--- src/sdfa_pkg.sv ---
package sdfa_pkg;

  // field widths of the channels
  localparam int CMD_W   = 2;
  localparam int STATE_W = 3;
  localparam int SYM_W   = 2;
  localparam int CNT_W   = 16;
  localparam int MASK_W  = 8;

  // final state mask after reset: state 6 accepts
  localparam logic [MASK_W-1:0] MASK_RESET = 8'd64;

  // command codes
  typedef enum logic [CMD_W-1:0] {
    CMD_LOAD  = 2'd0,
    CMD_START = 2'd1,
    CMD_PROC  = 2'd2
  } cmd_t;

  // sequencer states
  typedef enum logic [1:0] {
    ST_IDLE,
    ST_STEP,
    ST_EMIT
  } seq_state_t;

  // input transaction
  typedef struct packed {
    logic [CMD_W-1:0]   cmd;
    logic [STATE_W-1:0] table_state;
    logic [SYM_W-1:0]   table_symbol;
    logic [STATE_W-1:0] table_next;
    logic [SYM_W-1:0]   symbol_class;
    logic               segment_end;
  } in_item_t;

  // result transaction
  typedef struct packed {
    logic [STATE_W-1:0] start_state;
    logic [STATE_W-1:0] end_state;
    logic [CNT_W-1:0]   match_count;
    logic               row_last;
  } out_item_t;

  // engine status toward the channel logic
  typedef struct packed {
    logic idle;
    logic row_vld;
  } eng_stat_t;

endpackage

--- src/sdfa_ifs.sv ---
interface sdfa_in_if import sdfa_pkg::*; ();
  logic     valid;
  logic     ready;
  in_item_t data;

  modport source (output valid, output data, input ready);
  modport sink (input valid, input data, output ready);
endinterface

interface sdfa_out_if import sdfa_pkg::*; ();
  logic      valid;
  logic      ready;
  out_item_t data;

  modport source (output valid, output data, input ready);
  modport sink (input valid, input data, output ready);
endinterface

interface sdfa_cfg_if import sdfa_pkg::*; ();
  logic              valid;
  logic              ready;
  logic [MASK_W-1:0] data;

  modport source (output valid, output data, input ready);
  modport sink (input valid, input data, output ready);
endinterface

--- src/sdfa_ram.sv ---
module sdfa_ram #(
  parameter int WIDTH = 3,
  parameter int DEPTH = 32
) (
  input  logic                     clk,
  input  logic                     we,
  input  logic [$clog2(DEPTH)-1:0] addr,
  input  logic [WIDTH-1:0]         wdata,
  output logic [WIDTH-1:0]         rdata
);

  logic [WIDTH-1:0] mem_r [DEPTH];
  logic [WIDTH-1:0] rd_data_r;

  // single port, registered read
  always_ff @(posedge clk) begin
    if (we) begin
      mem_r[addr] <= wdata;
    end
    rd_data_r <= mem_r[addr];
  end

  assign rdata = rd_data_r;

endmodule

--- src/sdfa_engine.sv ---
module sdfa_engine import sdfa_pkg::*; #(
  parameter int NUM_STATES  = 8,
  parameter int NUM_SYMBOLS = 4,
  parameter int COUNT_WIDTH = 16
) (
  input  logic                    clk,
  input  logic                    rst_n,
  input  logic                    item_take,
  input  in_item_t                item,
  input  logic [MASK_W-1:0]       final_mask,
  output logic                    ram_we,
  output logic [$clog2(NUM_STATES)+$clog2(NUM_SYMBOLS)-1:0] ram_addr,
  output logic [$clog2(NUM_STATES)-1:0] ram_wdata,
  input  logic [$clog2(NUM_STATES)-1:0] ram_rdata,
  output eng_stat_t               stat,
  output out_item_t               row,
  input  logic                    row_take
);

  localparam int SW = $clog2(NUM_STATES);
  localparam int YW = $clog2(NUM_SYMBOLS);
  localparam int CW = $clog2(NUM_STATES + 1);

  seq_state_t state_r, state_nxt;

  logic [CW-1:0]          rd_cnt_r, rd_cnt_nxt;
  logic                   wr_vld_r, wr_vld_nxt;
  logic [SW-1:0]          wr_idx_r, wr_idx_nxt;
  logic [YW-1:0]          sym_r, sym_nxt;
  logic                   last_r, last_nxt;
  logic [SW-1:0]          emit_idx_r, emit_idx_nxt;
  logic [SW-1:0]          trk_r [NUM_STATES];
  logic [SW-1:0]          trk_nxt [NUM_STATES];
  logic [COUNT_WIDTH-1:0] cnt_r [NUM_STATES];
  logic [COUNT_WIDTH-1:0] cnt_nxt [NUM_STATES];

  logic ld_ok;
  logic sym_ok;
  logic rd_issue;
  logic sweep_done;
  logic emit_done;

  // accepting states, no bit for states 8 and above
  function automatic logic is_final(input logic [SW-1:0] s, input logic [MASK_W-1:0] m);
    logic [31:0] sx;
    sx = 32'(s);
    return (sx < 32'd8) && m[sx[2:0]];
  endfunction

  // range checks on the incoming transaction
  assign ld_ok = (32'(item.table_state) < NUM_STATES) &&
                 (32'(item.table_symbol) < NUM_SYMBOLS) &&
                 (32'(item.table_next) < NUM_STATES);
  assign sym_ok = 32'(item.symbol_class) < NUM_SYMBOLS;

  assign sweep_done = rd_cnt_r == CW'(NUM_STATES);
  assign emit_done  = row_take && (emit_idx_r == SW'(NUM_STATES - 1));

  // next state
  always_comb begin
    state_nxt = state_r;
    unique case (state_r)
      ST_IDLE: begin
        if (item_take && item.cmd == CMD_PROC) begin
          if (sym_ok) begin
            state_nxt = ST_STEP;
          end else if (item.segment_end) begin
            state_nxt = ST_EMIT;
          end
        end
      end
      ST_STEP: begin
        if (sweep_done) begin
          state_nxt = last_r ? ST_EMIT : ST_IDLE;
        end
      end
      ST_EMIT: begin
        if (emit_done) begin
          state_nxt = ST_IDLE;
        end
      end
      default: state_nxt = ST_IDLE;
    endcase
  end

  // sequencer outputs
  always_comb begin
    stat.idle    = 1'b0;
    stat.row_vld = 1'b0;
    rd_issue     = 1'b0;
    unique case (state_r)
      ST_IDLE: stat.idle = 1'b1;
      ST_STEP: rd_issue = !sweep_done;
      ST_EMIT: stat.row_vld = 1'b1;
      default: stat.idle = 1'b0;
    endcase
  end

  // table port: loads while idle, one lookup per tracked start state while stepping
  assign ram_we    = item_take && (item.cmd == CMD_LOAD) && ld_ok;
  assign ram_wdata = SW'(item.table_next);
  assign ram_addr  = rd_issue ? {trk_r[rd_cnt_r[SW-1:0]], sym_r}
                              : {SW'(item.table_state), YW'(item.table_symbol)};

  // datapath next values
  always_comb begin
    rd_cnt_nxt   = rd_cnt_r;
    wr_vld_nxt   = rd_issue;
    wr_idx_nxt   = rd_cnt_r[SW-1:0];
    sym_nxt      = sym_r;
    last_nxt     = last_r;
    emit_idx_nxt = emit_idx_r;
    for (int k = 0; k < NUM_STATES; k++) begin
      trk_nxt[k] = trk_r[k];
      cnt_nxt[k] = cnt_r[k];
    end

    // accepted command
    if (state_r == ST_IDLE && item_take) begin
      if (item.cmd == CMD_START) begin
        for (int k = 0; k < NUM_STATES; k++) begin
          trk_nxt[k] = SW'(k);
          cnt_nxt[k] = '0;
        end
      end else if (item.cmd == CMD_PROC) begin
        sym_nxt    = YW'(item.symbol_class);
        last_nxt   = item.segment_end;
        rd_cnt_nxt = '0;
      end
    end

    // walk the read pointer
    if (rd_issue) begin
      rd_cnt_nxt = rd_cnt_r + CW'(1);
    end

    // write back the looked-up state in the cycle after the read
    if (wr_vld_r) begin
      trk_nxt[wr_idx_r] = ram_rdata;
      if (is_final(ram_rdata, final_mask) && (cnt_r[wr_idx_r] != '1)) begin
        cnt_nxt[wr_idx_r] = cnt_r[wr_idx_r] + COUNT_WIDTH'(1);
      end
    end

    // row pointer for emission
    if (state_r != ST_EMIT) begin
      emit_idx_nxt = '0;
    end else if (row_take) begin
      emit_idx_nxt = emit_idx_r + SW'(1);
    end
  end

  // registers
  always_ff @(posedge clk) begin
    if (!rst_n) begin
      state_r    <= ST_IDLE;
      rd_cnt_r   <= '0;
      wr_vld_r   <= 1'b0;
      wr_idx_r   <= '0;
      emit_idx_r <= '0;
      for (int k = 0; k < NUM_STATES; k++) begin
        trk_r[k] <= SW'(k);
        cnt_r[k] <= '0;
      end
    end else begin
      state_r    <= state_nxt;
      rd_cnt_r   <= rd_cnt_nxt;
      wr_vld_r   <= wr_vld_nxt;
      wr_idx_r   <= wr_idx_nxt;
      emit_idx_r <= emit_idx_nxt;
      for (int k = 0; k < NUM_STATES; k++) begin
        trk_r[k] <= trk_nxt[k];
        cnt_r[k] <= cnt_nxt[k];
      end
    end
  end

  // payload registers
  always_ff @(posedge clk) begin
    sym_r  <= sym_nxt;
    last_r <= last_nxt;
  end

  // current result row
  assign row.start_state = STATE_W'(emit_idx_r);
  assign row.end_state   = STATE_W'(trk_r[emit_idx_r]);
  assign row.match_count = CNT_W'(cnt_r[emit_idx_r]);
  assign row.row_last    = emit_idx_r == SW'(NUM_STATES - 1);

endmodule

--- src/speculative_dfa_segment_matcher_top.sv ---
// channel   dir  handshake      payload
// in_ch     in   valid/ready    cmd, table_state, table_symbol, table_next,
//                               symbol_class, segment_end
// out_ch    out  valid/ready    start_state, end_state, match_count, row_last
// cfg_ch    in   valid/ready    final_state_mask (always ready)
//
// load and start transactions leave the sequencer idle.
// a process transaction with an in-range symbol_class reads the single-port
// transition table once per tracked start state, writing back in the cycle after each read.
// on segment_end, NUM_STATES rows follow, one per cycle while out_ch is ready.
// in_ch is ready only while the sequencer is idle; out_ch stalls hold emission.
// rst_n is synchronous: tracked states go to identity, counts to zero, mask to 64.
module speculative_dfa_segment_matcher_top import sdfa_pkg::*; #(
  parameter int NUM_STATES  = 8,
  parameter int NUM_SYMBOLS = 4,
  parameter int COUNT_WIDTH = 16
) (
  input logic        clk,
  input logic        rst_n,
  sdfa_in_if.sink    in_ch,
  sdfa_out_if.source out_ch,
  sdfa_cfg_if.sink   cfg_ch
);

  localparam int SW    = $clog2(NUM_STATES);
  localparam int YW    = $clog2(NUM_SYMBOLS);
  localparam int DEPTH = NUM_STATES * (1 << YW);

  logic [MASK_W-1:0] mask_r, mask_nxt;
  logic              out_vld_r, out_vld_nxt;
  out_item_t         out_data_r;

  eng_stat_t         stat;
  out_item_t         row;
  logic              item_take;
  logic              row_take;
  logic              ram_we;
  logic [SW+YW-1:0]  ram_addr;
  logic [SW-1:0]     ram_wdata;
  logic [SW-1:0]     ram_rdata;

  // input handshake
  assign in_ch.ready = stat.idle;
  assign item_take   = in_ch.valid && in_ch.ready;

  // configuration register
  assign cfg_ch.ready = 1'b1;
  assign mask_nxt     = cfg_ch.valid ? cfg_ch.data : mask_r;

  // output register parts the engine from the result channel
  assign row_take    = stat.row_vld && (!out_vld_r || out_ch.ready);
  assign out_vld_nxt = row_take ? 1'b1 : (out_ch.ready ? 1'b0 : out_vld_r);

  always_ff @(posedge clk) begin
    if (!rst_n) begin
      mask_r    <= MASK_RESET;
      out_vld_r <= 1'b0;
    end else begin
      mask_r    <= mask_nxt;
      out_vld_r <= out_vld_nxt;
    end
  end

  always_ff @(posedge clk) begin
    if (row_take) begin
      out_data_r <= row;
    end
  end

  assign out_ch.valid = out_vld_r;
  assign out_ch.data  = out_data_r;

  // transition table
  sdfa_ram #(
    .WIDTH (SW),
    .DEPTH (DEPTH)
  ) u_table (
    .clk   (clk),
    .we    (ram_we),
    .addr  (ram_addr),
    .wdata (ram_wdata),
    .rdata (ram_rdata)
  );

  // sequencer and tracked state update
  sdfa_engine #(
    .NUM_STATES  (NUM_STATES),
    .NUM_SYMBOLS (NUM_SYMBOLS),
    .COUNT_WIDTH (COUNT_WIDTH)
  ) u_engine (
    .clk        (clk),
    .rst_n      (rst_n),
    .item_take  (item_take),
    .item       (in_ch.data),
    .final_mask (mask_r),
    .ram_we     (ram_we),
    .ram_addr   (ram_addr),
    .ram_wdata  (ram_wdata),
    .ram_rdata  (ram_rdata),
    .stat       (stat),
    .row        (row),
    .row_take   (row_take)
  );

endmodule
--- src/flat_wrapper.sv ---
// flat-port wrapper written by rule: the top's interface ports become plain ports
module speculative_dfa_segment_matcher_top_flat import sdfa_pkg::*;
#(
  parameter int NUM_STATES  = 8,
  parameter int NUM_SYMBOLS = 4,
  parameter int COUNT_WIDTH = 16
)
  (clk, rst_n, in_ch_valid, in_ch_data, in_ch_ready, out_ch_valid, out_ch_data, out_ch_ready, cfg_ch_valid, cfg_ch_data, cfg_ch_ready);
  sdfa_in_if in_ch_i ();
  sdfa_out_if out_ch_i ();
  sdfa_cfg_if cfg_ch_i ();
  input logic clk;
  input logic rst_n;
  input wire logic [$bits(in_ch_i.valid)-1:0] in_ch_valid;
  input wire logic [$bits(in_ch_i.data)-1:0] in_ch_data;
  output wire logic [$bits(in_ch_i.ready)-1:0] in_ch_ready;
  output wire logic [$bits(out_ch_i.valid)-1:0] out_ch_valid;
  output wire logic [$bits(out_ch_i.data)-1:0] out_ch_data;
  input wire logic [$bits(out_ch_i.ready)-1:0] out_ch_ready;
  input wire logic [$bits(cfg_ch_i.valid)-1:0] cfg_ch_valid;
  input wire logic [$bits(cfg_ch_i.data)-1:0] cfg_ch_data;
  output wire logic [$bits(cfg_ch_i.ready)-1:0] cfg_ch_ready;
  assign in_ch_i.valid = in_ch_valid;
  assign in_ch_i.data = in_ch_data;
  assign in_ch_ready = in_ch_i.ready;
  assign out_ch_valid = out_ch_i.valid;
  assign out_ch_data = out_ch_i.data;
  assign out_ch_i.ready = out_ch_ready;
  assign cfg_ch_i.valid = cfg_ch_valid;
  assign cfg_ch_i.data = cfg_ch_data;
  assign cfg_ch_ready = cfg_ch_i.ready;
  speculative_dfa_segment_matcher_top #(.NUM_STATES(NUM_STATES), .NUM_SYMBOLS(NUM_SYMBOLS), .COUNT_WIDTH(COUNT_WIDTH)) u_core (.clk(clk), .rst_n(rst_n), .in_ch(in_ch_i), .out_ch(out_ch_i), .cfg_ch(cfg_ch_i));
endmodule
--- config.mk ---
export PLATFORM = sky130hd
export DESIGN_NAME = speculative_dfa_segment_matcher_top_flat
export DESIGN_NICKNAME = d
export VERILOG_FILES = /design/src/sdfa_pkg.sv /design/src/sdfa_ifs.sv /design/src/sdfa_ram.sv /design/src/sdfa_engine.sv /design/src/speculative_dfa_segment_matcher_top.sv /design/src/flat_wrapper.sv
export SDC_FILE = /design/constraint.sdc
export NUM_CORES = 1
export LEC_CHECK = 0
export ABC_AREA = 1
export BUFFER_PORTS_ARGS = -buffer_cell sky130_fd_sc_hd__clkbuf_2
export CORE_ASPECT_RATIO = 1.25
export CORE_MARGIN = 8
export CORE_UTILIZATION = 50
export DETAILED_ROUTE_END_ITERATION = 6
export PLACE_DENSITY = 0.69
export SYNTH_ARGS = -nofsm -noshare
export SYNTH_HDL_FRONTEND = slang
export SYNTH_SLANG_ARGS = --single-unit
--- constraint.sdc ---
create_clock -name clk -period 2.4 [get_ports clk]
set_input_delay 0.48 -clock clk [delete_from_list [all_inputs] [get_ports clk]]
set_output_delay 0.48 -clock clk [all_outputs]
set_load 0.05 [all_outputs]
Yosys cells after proc, flatten, opt, wreduce, memory -nomap -nowiden
Memories as Yosys holds them, arrays and structs flattened. A register that Yosys moved wholly into a read port is not among the register bits.
Index checks and enable logic that the tools add are counted.
{"block": "totals", "wordCells": 124, "in_bits": 26, "romBits": 0, "memories": 3, "latch_bits": 0, "ramBits": 248, "out_inout_bits": 26, "ff_bits": 29}
{"memory": "u_core.u_engine.cnt_r", "words": 8, "width": 16, "read_ports": 10, "rd_ports_with_merged_regs": 2, "write_ports": 8, "line_no": "sdfa_engine.sv:34", "rtl": "logic [COUNT_WIDTH-1:0] cnt_r [NUM_STATES];"}
{"memory": "u_core.u_table.mem_r", "words": 32, "width": 3, "read_ports": 1, "rd_ports_with_merged_regs": 1, "write_ports": 1, "line_no": "sdfa_ram.sv:12", "rtl": "logic [WIDTH-1:0] mem_r [DEPTH];"}
{"memory": "u_core.u_engine.trk_r", "words": 8, "width": 3, "read_ports": 10, "rd_ports_with_merged_regs": 2, "write_ports": 8, "line_no": "sdfa_engine.sv:32", "rtl": "logic [SW-1:0] trk_r [NUM_STATES];"}
{"block": "classes", "n_mul": 0, "div": 0, "reduce_logical": 20, "n_bitwise": 19, "n_lt_le_gt_ge": 3, "eq_ne": 12, "shift": 0, "mux": 53, "n_addsub": 3}
{"cell": "128-bit 2-to-1 mux", "count": 4}
{"cell": "16-bit 2-to-1 mux", "count": 9}
{"cell": "128-bit bitwise mux", "count": 1}
{"cell": "24-bit 2-to-1 mux", "count": 3}
{"cell": "16-bit demux with 3-bit select", "count": 1}
{"cell": "3-bit 2-to-1 mux", "count": 12}
{"cell": "24-bit bitwise mux", "count": 1}
{"cell": "16-bit by 1-bit adder with 16-bit output (second input constant)", "count": 1}
{"cell": "4-bit 2-to-1 mux", "count": 4}
{"cell": "16-bit != test (second input constant)", "count": 1}
{"cell": "1-bit bitwise OR", "count": 16}
{"cell": "1-bit 2-to-1 mux", "count": 10}
{"cell": "2-bit != test (second input constant)", "count": 5}
{"cell": "3-bit demux with 3-bit select", "count": 1}
{"cell": "3-bit AND reduction", "count": 3}
{"cell": "1-bit logical AND", "count": 8}
{"cell": "2-bit 2-to-1 mux", "count": 4}
{"cell": "2-bit case mux with 3 select lines", "count": 1}
{"cell": "2-bit nonzero test", "count": 3}
{"cell": "5-bit 2-to-1 mux", "count": 1}
{"cell": "4-bit by 1-bit adder with 4-bit output (second input constant)", "count": 1}
{"cell": "2-bit by 1-bit == test with 1-bit output (second input constant)", "count": 2}
{"cell": "2-bit == test (second input constant)", "count": 2}
{"cell": "4-bit == test (second input constant)", "count": 1}
{"cell": "12 further kinds", "count": 15}

Depth between registers and ports, before layout
Gate-level depths: netlist (run 1).
{"block": "logic_depth", "depth_word": 9, "depth_mapped": 20, "mapped_depth_nobuf": 16}

By module
From an unflattened synthesis (run 1), not the netlist that was laid out.
{"block": "unflattened", "cells_unflattened": 2280, "area_unflattened_um2": 16100.4}
{"mod": "sdfa_engine", "cells_per_inst": 1780, "seq_area_each_um2": 3513.4, "n_inst": 1, "area_each_um2": 10757.8}
{"mod": "sdfa_ram", "cells_per_inst": 433, "seq_area_each_um2": 2942.8, "n_inst": 1, "area_each_um2": 4324.1}
{"mod": "speculative_dfa_segment_matcher_top", "cells_per_inst": 67, "seq_area_each_um2": 870.8, "n_inst": 1, "area_each_um2": 1018.5}

Worst setup path before layout (run 1)
No wires, ideal clock.
{"block": "synth_path", "path_type": "register to register", "from": "register u_core.u_engine.wr_idx_r[0]", "to": "memory u_core.u_engine.cnt_r[0][11]", "required_time_ns": 2.287, "path_buffers": 4, "setup_ns": 0.113, "path_stages_with_launch": 20, "setup_slack_ns": -0.288, "synth_period_minus_slack_ns": 2.688, "arrival_time_ns": 2.575, "cell_sequence": "dfxtp_1 > buf_4 > inv_4 > buf_4 > buf_2 > nand2_1 > nand3_1 > nand2_1 > nor2_2 > inv_1 > ha_1 > nand3_1 > nor2_4 > nand3_4 > nand2_2 > nor2_2 > inv_2 > buf_4 > nor2_1 > nor2_1"}
{"item": "from (decl)", "line_no": "sdfa_engine.sv:28", "rtl": "logic [SW-1:0] wr_idx_r, wr_idx_nxt;"}
{"item": "from (signal assigned)", "line_no": "sdfa_engine.sv:169", "rtl": "wr_idx_r <= wr_idx_nxt;"}
{"item": "to (decl)", "line_no": "sdfa_engine.sv:34"}

==> impl_metrics.toml, run 1 <==
[setup_path]
regToRegStartpoint = "u_core.u_engine.wr_idx_r[0]$_SDFF_PN0_"
worst_setup_path_start_kind = "flip-flop"
timing.rr.end = "u_core.u_engine.cnt_r[5][1]$_SDFF_PN0_"
path_class = "flip-flop to flip-flop"
max_stage_delay_ns = 0.46
crit_fanout = 8
critPathSlowestCell = "dfxtp_4"
crit_path_cell_trace = "clkinv_8 > buf_6 > nand2_4 > o21ai_4 > nand2_2 > nand2_1 > nand2_1 > nand2_2 > ha_4 > nand3_4 > nor2_4 > nand3_4 > buf_6 > nand3_2 > buf_6 > o21ai_0 > nor2_1"
critical_path.most_common_cell = "buf_6"
cp_data_arrival_time_ns = 2.93
critical_path.endpoint = "u_core.u_engine.cnt_r[5][1]$_SDFF_PN0_"
r2r_cells = 17
startpoint = "u_core.u_engine.wr_idx_r[0]$_SDFF_PN0_"
r2r_slack_ns = -0.06
cp-end-kind = "flip-flop"
crit_required_ns = 2.87

[timing]
maxSlewHeadroom_pct = 52.5
finalCritPeriodShare_pct = 103
fin_crit_ns = 2.46
fin_setup_tns_ns = -0.362
grt_setup_unrepaired = "yes"
worst_pin_slew_ns = 0.707
setup_violations = 22
clock_skew_ns = 0.0227
slew_viol_final = 0
hold_viol = 0
fmax_mhz = 406
final.setup.worst_slack_ns = -0.0641

[synthesis]
synth-edff-count = 122
synth-seq-cells = 302
yosys-top-cells-area = "edfxtp_1 (24%), dfxtp_1 (24%), nand2_1 (18%), nor2_1 (8.3%), o21ai_0 (5.3%)"
synth_top_area_cell = "edfxtp_1"
synth_top_area_share_pct = 24.2
yosys_warnings = 0
synth_area_per_cell_um2 = 7.09
synth_ff_type = "dfxtp_1"
syn-cell-area_um2 = 15200
ys_seq_area_share_pct = 47.9
synth_nets = 2170
synth.distinct_cells = 38
syn_inst = 2139
async_flop_share_pct = 0

[clock_tree]
holdBufCountCts = 0
clock_sinks = 302
clk_path_buf_depth = 3
tritoncts = "yes"
clkLatencyLatePin_ns = 0.61
cts.clk_slew.worst_paths_ns = 0.06
root_buffer = "clkbuf_16"
htree_num_levels = 1
numCtsBuffers = 31

[route]
route.detailed.drc = 0
routed_wl_um = 50100
post_drt_via_cell_ratio = 5.57
routedWlPerCell_um = 18.6
ant_nets = 0
num_vias = 15042
firstDrtPassIters = 7
dr.first_iter.drc_count = 1417

[final_layout]
final_cells = 2699
num_antenna_cells = 0
regArea_um2 = 7280
fin_util_pct = 64.9
area_growth_pct = 28.5
drive_gt1_share_pct = 21.1
fin_nets = 2304
multi_input_area_um2 = 7380
nFillCells = 2587

[power_and_ir_drop]
leakage_nw = 8.33
ir_drop_mv = 0.742
p_per_area_nw_per_um2 = 633

[global_route]
groute.usage.overall_pct = 25.1
met1_usage_pct = 29.3
grt_busiest_layer = "met2"
grt_pass1_vias = 13965
met2_usage_pct = 44.2
grt_max_degree = 121
antenna_found_initial = 1
grt_pass1_wl_um = 72700
grt_remaining_overflow = 0
gr-usage-met3_pct = 3.12

[floorplan]
die_area_um2 = 36200
core_um2 = 30000
die_x_um = 172
rows = 71
die_h_um = 211
start_util_pct = 50.5
num_io_pins = 52

[status]
status = "finished with violations"
violations = "negative setup slack"

[place]
routabilityCongestion = 0.944
place_inst = 2591
numPortBuffers = 50
dpl_worst_slack_ns = -0.201
hpwl_um = 30000

[run]
cap_violations = 0

[worst_hold_path]
min_path_type = "primary input to flip-flop"
[where the power goes]
group,switching [W],internal [W]
combinational,0.000749,0.000382
sequential,0.0000403,0.00538
clock,0.00224,0.00354
[cells by family after synthesis]
kind of cell	share of synthesized area, %
flip-flops	47.9
XOR/XNOR	0.619
other	0.0247
AND/OR/NAND/NOR	30.2
AO/OA/AOI/OAI	12.7
buffers and inverters	8.07
adder cells (fa/ha/maj)	0.413
[how the worst min path moves through the flow]
stage | startpoint | end | slack, ns | cells past startpoint
3_5_place_dp | u_core.mask_r[2]$_SDFFE_PN0P_ | u_core.mask_r[2]$_SDFFE_PN0P_ | 0.45 | 2
5_1_grt | in_ch_data[0] | u_core.u_engine.last_r$_DFFE_PP_ | 0.06 | 1
6_report | in_ch_data[0] | u_core.u_engine.last_r$_DFFE_PP_ | 0.06 | 1
2_1_floorplan | u_core.mask_r[1]$_SDFFE_PN0P_ | u_core.mask_r[1]$_SDFFE_PN0P_ | 0.43 | 2
4_1_cts | in_ch_data[0] | u_core.u_engine.last_r$_DFFE_PP_ | 0.05 | 1
3_3_place_gp | u_core.mask_r[6]$_SDFFE_PN1P_ | u_core.mask_r[6]$_SDFFE_PN1P_ | 0.45 | 2
[timing repair]
item,in CTS,in global routing
setup buffers,10,20
endpoints found under the setup margin,182,227
resized for setup,45,270
pin swaps,8,56
cloned,4,17
[critical path, delay by kind of cell, from the launching register on]
| family | cells | cell delay [ns] |
|---|---|---|
| AOI/OAI and AO/OA | 2 | 0.29 |
| adders and majority gates | 1 | 0.18 |
| buffers and inverters | 4 | 0.60 |
| DFF | 1 | 0.46 |
| and+or+nand+nor | 10 | 0.80 |
[metrics by stage]
step	instance area (µm²)	hold slack, ns	total power [W]
6_report	19500	0.0631	0.0123
5_1_grt	19500	0.0570	0.0126
4_1_cts	18100	0.0527	0.0122
3_5_place_dp	16600	0.453	0.00649
3_3_place_gp	16600	0.452	0.00648
2_1_floorplan	15200	0.429	0.00608
[final cells by class]
type                       instances  area share, %
timing repair buffer             219           12.1
inverter                         191           3.81
sequential                       302           37.3
multi-input combinational       1528           37.9
tap                              401           2.58
clock buffer                      33           4.13
clock inverter                    25           2.18
[registers in the layout, summed over array words and instances (netlist names), named ones only]
name                        cells
u_core.u_table.mem_r           96
u_core.u_engine.state_r         2
u_core.u_engine.last_r          1
u_core.u_table.rdata            3
u_core.u_engine.wr_idx_r        3
u_core.u_engine.cnt_r         128
u_core.out_ch.valid             1
u_core.out_ch.data             23
u_core.u_engine.emit_idx_r      3
u_core.u_engine.trk_r          24
u_core.mask_r                   8
u_core.u_engine.wr_vld_r        1
u_core.u_engine.sym_r           2
u_core.u_engine.rd_cnt_r        4
[cells in the mapped netlist (9+ instances only)]
cell type and count:
inv_2 9, clkbuf_1 70, o21bai_1 10, nand2_1 711, o21ai_0 160, buf_1 9, inv_1 178, dfxtp_1 180
o22ai_1 12, a31oi_1 20, a22oi_1 10, nor2_1 335, o21ai_1 11, nand4_1 29, a21oi_1 97, buf_2 34
nand3_1 72, edfxtp_1 122, a221oi_1 10, o211ai_1 12
[routing by layer]
| metal | share of wire [%] | vias up |
|---|---|---|
| met1 | 38 | 7028 |
| met4 | 6.2 | 2 |
| li1 | - | 7142 |
| met2 | 49 | 672 |
| met3 | 6.4 | 198 |
| met5 | 0.026 | - |
[placed cells by master, fill, tap and decap left out, types with 37 or more instances in the layout]
master	n
a21oi_1	95
buf_4	89
clkbuf_16	46
clkbuf_2	49
dfxtp_1	175
edfxtp_1	122
inv_1	167
nand2_1	614
nand2_2	86
nand3_1	65
nor2_1	279
nor2_2	37
o21ai_0	138
Power figures use the tool's default switching activity.
==> run 2, diff against run 1 <==
SYNTH_HIERARCHICAL = 1   (was unset)
==> run 2 against run 1 <==
Against the previous run:
- the flow now finishes without violations
- flip-flop and latch count is 3 higher
- clock skew fell by 0.0023 ns
- cell count increased by 2.7%
- worst setup slack better by 0.098 ns
- wire length down 9.7%
- synthesized cell count grew 6.6%
- non-clock buffer count shrank 68
- via count decreased by 1.5%
- sequential power is 0.7% higher
- clock-buffer cell count increased by 13
==> impl_metrics.toml, run 2 <==
[final_layout]
drive_gt1_share_pct = 14.4
nFillCells = 2954
final_cell_mix = "nand2_1 (859), nor2_1 (299), dfxtp_1 (179)"
largest_reg_flops = 128
area_growth_pct = 15.1
fin_nets = 2367
num_antenna_cells = 0
reg_top3 = "u_core/u_engine/cnt_r (128), u_core/u_table/mem_r (96), u_core/u_engine/trk_r (24)"
fin_area_um2 = 18500
regMostFlops = "u_core/u_engine/cnt_r"
fin_util_pct = 58.3
layout.cells.most_common = "nand2_1"

[synthesis]
synth_nets = 2311
muxShareOfSynthArea_pct = 0
yosysMostFrequentCell = "nand2_1"
synth.distinct_cells = 52
synth_top_family_by_area = "simple AND/OR/NAND/NOR gates"
syn_inst = 2280
synth_top_area_cell = "dfxtp_1"
synth_ff_type = "dfxtp_1"
yosys-top-cells-area = "dfxtp_1 (23%), edfxtp_1 (23%), nand2_1 (20%), nor2_1 (7.7%), o21ai_0 (5.3%)"
synth_area_per_cell_um2 = 7.06
synth-edff-count = 122
synth_compound_gate_area_share_pct = 12.4
async_flop_share_pct = 0
yosys_warnings = 6
syn-cell-area_um2 = 16100
synth-seq-cells = 305
ys_seq_area_share_pct = 45.5
synth_xor_area_share_pct = 0.824
synthTopCellsByCount = "nand2_1 (876), nor2_1 (331), dfxtp_1 (183)"
synth_top_area_share_pct = 22.8
synthAdderAreaFrac_pct = 0.389
synth-simple-area-share_pct = 31.5

[setup_path]
worst_setup_path_start_kind = "flip-flop"
cp-end-kind = "flip-flop"
path_class = "flip-flop to flip-flop"
crit_required_ns = 2.80
critical_path.most_common_cell = "nand2_1"
crit_fanout = 25
max_stage_delay_ns = 0.45
crit_path_cell_trace = "inv_6 > buf_12 > or2_2 > nand2_1 > nand2_1 > inv_2 > nand2_4 > nand3_2 > nor2_1 > nand2_1 > nand2_2 > nor2_1 > buf_4 > nand2_1 > nand2_1 > nor2_1"
cp_data_arrival_time_ns = 2.77
critPathSlowestCell = "dfxtp_4"

[global_route]
grt_max_degree = 93
grt_pass1_vias = 14224
groute.usage.overall_pct = 23.2
grt_pass1_wl_um = 72000
grt_remaining_overflow = 0
antenna_found_initial = 0

[floorplan]
die_x_um = 177
start_util_pct = 50.7
rows = 73
die_h_um = 217
die_area_um2 = 38200
core_um2 = 31800
num_io_pins = 52

[timing]
hold_viol = 0
slew_viol_final = 0
finalCritPeriodShare_pct = 98.6
fin_crit_ns = 2.37
worst_pin_slew_ns = 0.695
maxSlewHeadroom_pct = 53.7
setup_violations = 0
clock_skew_ns = 0.0204
grt_setup_unrepaired = "yes"
fin_setup_tns_ns = 0
fmax_mhz = 423
final.setup.worst_slack_ns = 0.0343

[route]
route.detailed.drc = 0
routed_wl_um = 45300
dr.first_iter.drc_count = 1286
firstDrtPassIters = 5
num_vias = 14818
post_drt_via_cell_ratio = 5.34
ant_nets = 0
routedWlPerCell_um = 16.3

[status]
status = "finished, final reports clean"

[power_and_ir_drop]
ir_drop_mv = 0.544
totalPowerFinal_w = 0.0116
leakage_nw = 8.20
p_per_area_nw_per_um2 = 625

[place]
postPlaceCellArea_um2 = 17000
hpwl_um = 29600
numPortBuffers = 50
dpl_worst_slack_ns = -0.0775
routabilityCongestion = 0.910

[clock_tree]
clkLatencyLatePin_ns = 0.53
holdBufCountCts = 0
numCtsBuffers = 34
clk_path_buf_depth = 3
root_buffer = "clkbuf_16"
htree_num_levels = 2
cts.clk_slew.worst_paths_ns = 0.06
tritoncts = "yes"
clock_sinks = 305

[worst_hold_path]
min_path_type = "primary input to flip-flop"

[run]
cap_violations = 0
-- run 2: stage by stage --
step / std cells / hold slack [ns]
6_report: 2773 / 0.140
5_1_grt: 2773 / 0.119
4_1_cts: 2767 / 0.117
3_5_place_dp: 2703 / 0.445
3_3_place_gp: 2703 / 0.438
2_1_floorplan: 2280 / 0.420
-- run 2: worst paths after layout --
| kind | startpoint | end | slack (ns) | cells after the start |
|---|---|---|---|---|
| min reg2reg | u_core/u_engine/rd_cnt_r[2]$_SDFFE_PN0N_ | u_core/u_engine/wr_idx_r[2]$_SDFF_PN0_ | 0.44 | 2 |
| min | in_ch_data[1] | u_core/u_engine/sym_r[0]$_DFFE_PP_ | 0.14 | 1 |
| max reg2reg | u_core/u_engine/wr_idx_r[0]$_SDFF_PN0_ | u_core/u_engine/cnt_r[0][12]$_SDFF_PN0_ | 0.03 | 16 |
| max | u_core/u_engine/wr_idx_r[0]$_SDFF_PN0_ | u_core/u_engine/cnt_r[0][12]$_SDFF_PN0_ | 0.03 | 16 |
-- run 2: kinds of logic after synthesis --
kind of cell	count (synthesis)
other	1
adder cells (fa/ha/maj)	5
AO/OA/AOI/OAI	367
AND/OR/NAND/NOR	1279
buffers and inverters	313
XOR/XNOR	10
flip-flops	305
-- run 2: layer usage --
metal / track usage [%] / up-vias / wire (µm)
met2: 42.6 / 530 / 22900
met1: 25.0 / 6776 / 17200
met4: 12.6 / 0 / 2430
met3: 3.50 / 178 / 2680
li1: - / 7334 / -
met5: 0 / - / 0
-- run 2: repair_timing --
action                     in CTS  in global routing
resized for setup               8                 87
setup buffers                   2                  5
gates cloned                    1                  1
setup endpoints to repair      87                223
pin swaps                       0                 11
-- run 2: final cells by class --
cell class	instances	area, µm²	area share [%]
Clock buffer	46	1010	5.46
Clock inverter	15	106	0.574
Inverter	181	691	3.73
Multi-Input combinational cell	1663	7530	40.6
Sequential cell	305	7330	39.6
Tap cell	412	515	2.78
Timing Repair Buffer	151	1340	7.24
-- run 2: worst max-delay path, delay by kind of cell (launching register included) --
family / cells / cell delay (ns)
and+or+nand+nor: 12 / 1.22
buffers and inverters: 4 / 0.55
DFF: 1 / 0.45
-- run 2: power breakdown --
part,internal [W],switching [W]
clock,0.00307,0.00210
sequential,0.00542,0.0000375
combinational,0.000300,0.000651
total,0.00879,0.00279
==> run 3, diff against run 2 <==
BUFFER_PORTS_ARGS = -buffer_cell sky130_fd_sc_hd__buf_2   (was -buffer_cell sky130_fd_sc_hd__clkbuf_2)
==> run 3 against run 2 <==
Against the previous run:
- the flow now finishes with violations (negative setup slack)
- total power grew 2.5%
- worst setup slack lost 0.13 ns
- flip-flop and latch count is the same
- clock skew grew 0.0036 ns
- fmax shrank 5.2%
- cell count grew 2.0%
- cell area grew 8.3%
- clock power is essentially flat
- sequential share of layout area shrank 3.0 points
- hold slack gained 0.0050 ns
- first-iteration DRC count grew 36%
- register-to-register slack lost 0.13 ns
- largest cell class unchanged
- largest power group unchanged
==> impl_metrics.toml, run 3 (synthesis results as in run 2) <==
[timing]
fmax_mhz = 401
clock_skew_ns = 0.0240
maxSlewHeadroom_pct = 47.9
finalCritPeriodShare_pct = 104
worst_pin_slew_ns = 0.780
grt_setup_unrepaired = "yes"
hold_viol = 0
slew_viol_final = 0
final.setup.worst_slack_ns = -0.0947
hold-worst-slack_ns = 0.145
fin_crit_ns = 2.49
setup_violations = 73
fin_setup_tns_ns = -2.81

[floorplan]
die_area_um2 = 38200
die_h_um = 217
num_io_pins = 52
core_um2 = 31800
start_util_pct = 50.7
die_x_um = 177
rows = 73

[final_layout]
final_cell_mix = "nand2_1 (779), nor2_1 (269), dfxtp_1 (178)"
num_antenna_cells = 0
largest_reg_flops = 128
layout.cells.most_common = "nand2_1"
area_growth_pct = 24.6
reg_top3 = "u_core/u_engine/cnt_r (128), u_core/u_table/mem_r (96), u_core/u_engine/trk_r (24)"
final_cells = 2828
nFillCells = 2702
fin_nets = 2423
regMostFlops = "u_core/u_engine/cnt_r"
drive_gt1_share_pct = 22.4

[run]
cap_violations = 0

[clock_tree]
numCtsBuffers = 34
root_buffer = "clkbuf_16"
clkLatencyLatePin_ns = 0.53
clock_sinks = 305
tritoncts = "yes"
clk_path_buf_depth = 3
holdBufCountCts = 0
cts.clk_slew.worst_paths_ns = 0.06
htree_num_levels = 2

[setup_path]
worst_setup_path_start_kind = "flip-flop"
cp_data_arrival_time_ns = 2.94
crit_required_ns = 2.84
path_class = "flip-flop to flip-flop"
crit_fanout = 15
cp-end-kind = "flip-flop"

[power_and_ir_drop]
leakage_nw = 8.68
p_per_area_nw_per_um2 = 591
clkPwrFrac_pct = 43.8
combPwrFrac_pct = 10.2
sw_frac_of_total_pct = 24.7
p_seq_share_pct = 46.0
internal_power_w = 0.00894
switchingPower_w = 0.00293
ir_drop_mv = 0.655

[route]
route.detailed.drc = 0
num_vias = 15738
ant_nets = 0
routed_wl_um = 51500
firstDrtPassIters = 5
dr.first_iter.drc_count = 1754
post_drt_via_cell_ratio = 5.57
routedWlPerCell_um = 18.2

[global_route]
groute.usage.overall_pct = 23.8
antenna_found_initial = 0
grt_pass1_wl_um = 73600
grt_pass1_vias = 14568
grt_max_degree = 93
grt_remaining_overflow = 0

[place]
routabilityCongestion = 0.916
place_inst = 2717
hpwl_um = 29700
numPortBuffers = 50

[worst_hold_path]
min_path_type = "primary input to flip-flop"

[status]
violations = "negative setup slack"
status = "finished with violations"
run 3: worst paths after layout:
path	slack (ns)	startpoint	depth (start not counted)	endpoint
max	-0.09	u_core/u_engine/wr_idx_r[0]$_SDFF_PN0_	20	u_core/u_engine/cnt_r[2][8]$_SDFF_PN0_
max reg2reg	-0.09	u_core/u_engine/wr_idx_r[0]$_SDFF_PN0_	20	u_core/u_engine/cnt_r[2][8]$_SDFF_PN0_
min reg2reg	0.45	u_core/u_engine/rd_cnt_r[2]$_SDFFE_PN0N_	2	u_core/u_engine/wr_idx_r[2]$_SDFF_PN0_
min	0.15	in_ch_data[0]	1	u_core/u_engine/last_r$_DFFE_PP_
run 3: layout make-up:
cell class | count | area [µm²] | area share, %
multi-input cells | 1667 | 8250 | 41.1
repair buffers | 203 | 2150 | 10.7
well taps | 412 | 515 | 2.57
clock inverters | 18 | 174 | 0.867
clock buffers | 42 | 932 | 4.65
flip-flops and latches | 305 | 7340 | 36.6
inverters | 181 | 707 | 3.52
run 3: stage by stage:
stage / util, % / power, W / cell area (µm²) / setup slack, ns
4_1_cts: 57.8 / 0.0117 / 18400 / -0.0200
3_5_place_dp: 53.9 / 0.00647 / 17100 / -0.144
6_report: 63.1 / 0.0119 / 20100 / -0.0947
2_1_floorplan: - / 0.00618 / 16100 / 0.00524
5_1_grt: 63.1 / 0.0122 / 20100 / -0.192
3_3_place_gp: 53.9 / 0.00645 / 17100 / -0.0719
run 3: what timing repair did:
| item | 4_1_cts | 5_1_grt |
|---|---|---|
| pin swaps | 2 | 79 |
| gates resized for setup | 21 | 318 |
| endpoints found under the setup margin | 135 | 227 |
| cloned | 1 | 25 |
| buffers inserted | 4 | 21 |
run 3: power groups by stage:
stage | registers [W] | clock network (W) | logic [W]
final | 0.00546 | 0.00520 | 0.00121
after detailed placement | 0.00557 | 0 | 0.000893
after CTS | 0.00546 | 0.00529 | 0.000956
after global placement | 0.00557 | 0 | 0.000883
after floorplan | 0.00555 | 0 | 0.000626
after global routing | 0.00546 | 0.00547 | 0.00130
run 3: layer usage:
metal / vias to the layer above / track usage (%) / wire length, µm
li1: 7446 / - / -
met1: 7286 / 26.1 / 18500
met2: 775 / 43.1 / 25300
met3: 231 / 3.53 / 4010
met4: 0 / 13.0 / 3690
met5: - / 0 / 0
run 3: critical path: stages, from the launching register on:
cell and delay [ns]:
dfxtp_4 0.35, buf_12 0.15, buf_12 0.13, clkbuf_16 0.17, nand2_1 0.06, nand2_1 0.05, nand2_1 0.05, nand2_1 0.08
nand2_2 0.09, nand2_2 0.08, nand2_2 0.08, nor2_1 0.05, nand2_1 0.10, nor2_4 0.06, nor2_4 0.22, buf_4 0.18
buf_12 0.14, nand2_8 0.11, o21ai_0 0.13, inv_1 0.06, nor2_1 0.10
